## config.mk

```make
export PLATFORM = sky130hd
export DESIGN_NAME = hring_mod
export DESIGN_NICKNAME = d
export VERILOG_FILES = /design/src/hring_pkg.sv /design/src/hring_mod.sv
export SDC_FILE = /design/constraint.sdc
export NUM_CORES = 1
export LEC_CHECK = 0
export BUFFER_PORTS_ARGS = -buffer_cell sky130_fd_sc_hd__buf_2
export CELL_PAD_IN_SITES_DETAIL_PLACEMENT = 1
export CELL_PAD_IN_SITES_GLOBAL_PLACEMENT = 2
export CORE_UTILIZATION = 31
export CTS_CLUSTER_SIZE = 8
export DETAILED_ROUTE_END_ITERATION = 10
export GPL_ROUTABILITY_DRIVEN = 0
export PLACE_DENSITY = 0.82
export SYNTH_ARGS = -nofsm -noshare
export SYNTH_HDL_FRONTEND = slang
export SYNTH_SLANG_ARGS = --single-unit
```

## constraint.sdc

```tcl
create_clock -name clk -period 3.08 [get_ports clk]
set_clock_uncertainty 0.05 [all_clocks]
set_input_delay 0.616 -clock clk [delete_from_list [all_inputs] [get_ports clk]]
set_output_delay 0.616 -clock clk [all_outputs]
set_load 0.01 [all_outputs]
```

## src/hring_pkg.sv

```systemverilog
// shared types and constants for the history ring with indexed read
// no dependencies; imported by hring_mod and history_ring_indexed_read
package hring_pkg;

  localparam int DEPTH  = 1024;
  localparam int ADDR_W = $clog2(DEPTH);
  localparam int SIZE_W = ADDR_W + 1;
  localparam int ITEM_W = 32;
  localparam int SEQ_W  = 64;
  localparam int CNT_W  = $clog2(SEQ_W + 1);

  localparam logic [1:0] MODE_PUSH      = 2'd0;
  localparam logic [1:0] MODE_PEEK      = 2'd1;
  localparam logic [1:0] MODE_RESET_CNT = 2'd2;
  localparam logic [1:0] MODE_NOP       = 2'd3;

  localparam logic [SIZE_W-1:0] SIZE_RESET = SIZE_W'(DEPTH);

  typedef enum logic [1:0] {
    ST_CLEAR,
    ST_IDLE,
    ST_MOD,
    ST_READ
  } state_t;

  typedef struct packed {
    logic start;
    logic short_op;
  } mod_req_t;

endpackage

```

## src/hring_mod.sv

```systemverilog
// bit-serial remainder unit: dividend mod divisor, one dividend bit per cycle
// long operation covers all SEQ_W bits, short operation only the low SIZE_W bits
// depends on hring_pkg
module hring_mod (
  input  logic                            clk,
  input  logic                            rst,
  input  hring_pkg::mod_req_t             req,
  input  logic [hring_pkg::SEQ_W-1:0]     dividend,
  input  logic [hring_pkg::SIZE_W-1:0]    divisor,
  output logic                            done,
  output logic [hring_pkg::ADDR_W-1:0]    remainder
);
  import hring_pkg::*;

  localparam int SHORT_PAD = SEQ_W - SIZE_W;

  logic                busy;
  logic [CNT_W-1:0]    cnt;
  logic [SEQ_W-1:0]    shreg;
  logic [ADDR_W-1:0]   rem;
  logic [SIZE_W-1:0]   div_q;
  logic [SIZE_W-1:0]   trial;
  logic [SIZE_W-1:0]   trial_sub;
  logic                fits;

  assign trial     = {rem, shreg[SEQ_W-1]};
  assign fits      = trial >= div_q;
  assign trial_sub = trial - div_q;
  assign done      = busy && (cnt == '0);
  assign remainder = rem;

  always_ff @(posedge clk) begin
    if (rst) begin
      busy <= 1'b0;
      cnt  <= '0;
    end else if (req.start) begin
      busy <= 1'b1;
      cnt  <= req.short_op ? CNT_W'(SIZE_W) : CNT_W'(SEQ_W);
    end else if (busy) begin
      if (cnt == '0) begin
        busy <= 1'b0;
      end else begin
        cnt <= cnt - CNT_W'(1);
      end
    end
  end

  always_ff @(posedge clk) begin
    if (req.start) begin
      shreg <= req.short_op ? {dividend[SIZE_W-1:0], {SHORT_PAD{1'b0}}} : dividend;
      rem   <= '0;
      div_q <= divisor;
    end else if (busy && (cnt != '0)) begin
      shreg <= {shreg[SEQ_W-2:0], 1'b0};
      rem   <= fits ? trial_sub[ADDR_W-1:0] : trial[ADDR_W-1:0];
    end
  end

endmodule

```

==> impl_metrics.tcl <==
set metrics [dict create \
    startpoint "remainder[0]" \
    critPathArrivalTime_ns 2.69 \
    cts_resized 0 \
    cts_max_path_buffers 2 \
    synth_common_cells "edfxtp_1 (75), inv_1 (72), nand2_1 (62), o21ai_0 (57), nor2_1 (28)" \
    cts_setup_buffers 0 \
    comb_power_share 0.146 \
    ys_types 41 \
    placementRows 43 \
    seq_area_frac_synth 0.5781 \
    cts_tree "yes" \
    synth-seq-cells 93 \
    async_flop_share 0 \
    cts.htree.levels 3 \
    yosys.area.top_type "edfxtp_1" \
    postSynthAreaPerCell_sq_um 10.18 \
    dpl-instance-area_sq_um 5150 \
    relSlewSlack 0.4348 \
    maxCapViolations 0 \
    drive_gt1_frac 0.2214 \
    pin_count 90 \
    p_sw_w 0.0008212 \
    n_fill_cell 1622 \
    grt_pass1_wl_mm 16.40 \
    pwr-share-clk 0.372 \
    syn_area_sq_um 4519 \
    diodes 0 \
    grt_pass1_vias 3342 \
    wl_per_cell_um 14.22 \
    start_kind "flip-flop" \
    routed_wl_mm 10.14 \
    cp_max_fo 6 \
    synth-warning-count 0 \
    grt_max_degree 65 \
    vias_per_cell 4.680 \
    path_clk_slew_ns 0.06 \
    yosys.cell_count.top_type "edfxtp_1" \
    max-vdd-ir-drop_mv 0.3337 \
    r2r_start "remainder[0]" \
    dpl.hpwl_mm 7.125 \
    core_area_sq_um 14040 \
    port_buffers 89 \
    rsz0062_at_grt "no" \
    powerDensity_nw_per_um2 594.9 \
    post-route-period-util 0.8036 \
    synth_fp_nets 537 \
    drt_iter0_markers 182 \
    clock_sinks 93 \
    finalMaxSlewViolations 0 \
    synth-edff-count 75 \
    start_util 0.3218 \
    hold_class "in -> reg" \
    die_area_sq_um 15070 \
    die_x_um 122.7 \
    critPathRequiredTime_ns 3.30 \
    synthTopCellsByArea "edfxtp_1 (50%), dfxtp_1 (8.0%), o21ai_0 (6.3%)" \
    p_total_w 0.003256 \
    grt_overflow 0 \
    fin_area_sq_um 5473 \
    seq_power_share 0.483 \
    synth_top_area_frac 0.4983 \
    hold_buffers 0 \
    root_buffer "clkbuf_16" \
    finalSetupViolations 0 \
    path_class "reg -> reg" \
    grt.total_usage 0.1451 \
    setup_tns_ns 0 \
    power.leakage_nw 2.342 \
    status "complete, no violations" \
    worst_pin_slew_ns 0.8478 \
    ff2ff_setup_slack_ns 0.60 \
    die_y_um 122.7 \
    hold_viol 0 \
    cts_buffers 9 \
    reg2reg_to "remainder[0]" \
    layout_min_cycle_time_ns 2.475 \
    drtAntennaViolNets 0 \
    crit_path_end_kind "flip-flop" \
    vias 3337 \
    reg2reg_depth 7 \
    netlist_instances 444 \
    crit_end "remainder[0]" \
    ys.flop_type "edfxtp_1" \
    firstDrtPassIters 4 \
    route.detailed.drc 0 \
    grt_antenna_before_repair 0 \
    p_int_w 0.002435 \
    max_freq_ghz 0.4040 \
    finalNetCount 621 \
    clock_latency_ns 0.36 \
    syn_to_final_growth_pct 21.10 \
    switching_share 0.2522 \
]
## cell usage in the layout (no fill, tap or decap), types with 2 or more instances in the layout
master,synthesis,layout
nand3_1,2,2
o21a_1,3,3
xor2_1,3,3
bufinv_16,0,2
o21ai_0,57,57
nand2_1,62,62
a211oi_1,11,11
nor3_1,8,8
ha_1,13,13
xnor2_1,9,9
dfxtp_1,18,18
inv_1,72,71
mux2i_1,15,15
buf_2,0,88
a21oi_1,17,17
nor2_1,28,28
buf_4,1,7
a31oi_1,4,3
clkbuf_16,0,9
a21o_1,4,4
edfxtp_1,75,75
## metal layers
metal	global-route usage	share of wire	up-vias
met2	0.2272	0.47	73
met1	0.1814	0.46	1570
li1	-	-	1680
met3	0.04461	0.050	14
met4	0.06936	0.022	0
met5	0	0	-
## state kept, by name, summed over array words and instances, names as in the netlist
register and count:
busy 1, div_q 11, remainder 10, shreg 64
cnt 7
## power by group through the flow
stage	Combinational (W)	Sequential (W)	Clock [W]
2_1_floorplan	0.000317	0.00159	0
3_3_place_gp	0.000468	0.00159	0
3_5_place_dp	0.000483	0.00160	0
4_1_cts	0.000486	0.00157	0.00125
5_1_grt	0.000540	0.00159	0.00129
6_report	0.000475	0.00157	0.00121
## worst min path at each step
stage / from / to / cells after the start
finish: divisor[1] / div_q[1] / 1
global route: divisor[3] / div_q[3] / 1
CTS: divisor[1] / div_q[1] / 1
detailed placement: remainder[2] / remainder[2] / 2
global placement: remainder[2] / remainder[2] / 2
floorplan: cnt[5] / cnt[5] / 2
## per-stage QoR
stage                     worst slack (ns)  cells  hold slack (ns)    util
after floorplan                    0.04686    444           0.4651       -
after global placement              0.7169    697           0.4505  0.3667
after detailed placement            0.5848    697           0.4550  0.3667
after CTS                           0.5657    713           0.3761  0.3897
after global routing                0.4288    713           0.3804  0.3897
final                               0.6048    713           0.3942  0.3897
## cell type report
class                           count  area (sq um)  area share
Clock buffer                       10         229.0     0.04184
Clock inverter                      6         93.84     0.01715
Inverter                           72         270.3     0.04938
Multi-Input combinational cell    257          1549      0.2830
Sequential cell                    93          2613      0.4774
Tap cell                          180         225.2     0.04115
Timing Repair Buffer               95         493.0     0.09008
## critical path, stage by stage, from the launching register on
cell	delay, ns
dfxtp_1	0.44
ha_1	0.29
nor2b_1	0.16
o31ai_2	0.35
a31oi_4	0.19
a21oi_1	0.34
mux2_2	0.37
a211oi_1	0.21
## cell families (layout without fill, tap and decap cells)
family                   after synthesis  after routing  synth area share
XOR/XNOR                              12             12           0.02326
multiplexers                          16             16           0.03571
flip-flops                            93             93            0.5781
AO/OA/AOI/OAI                        108            108            0.1434
buffers and inverters                 94            183           0.08223
adder cells (fa/ha/maj)               14             14           0.04042
AND/OR/NAND/NOR                      107            107           0.09690
Note: power is estimated with default switching activity, not from simulation.
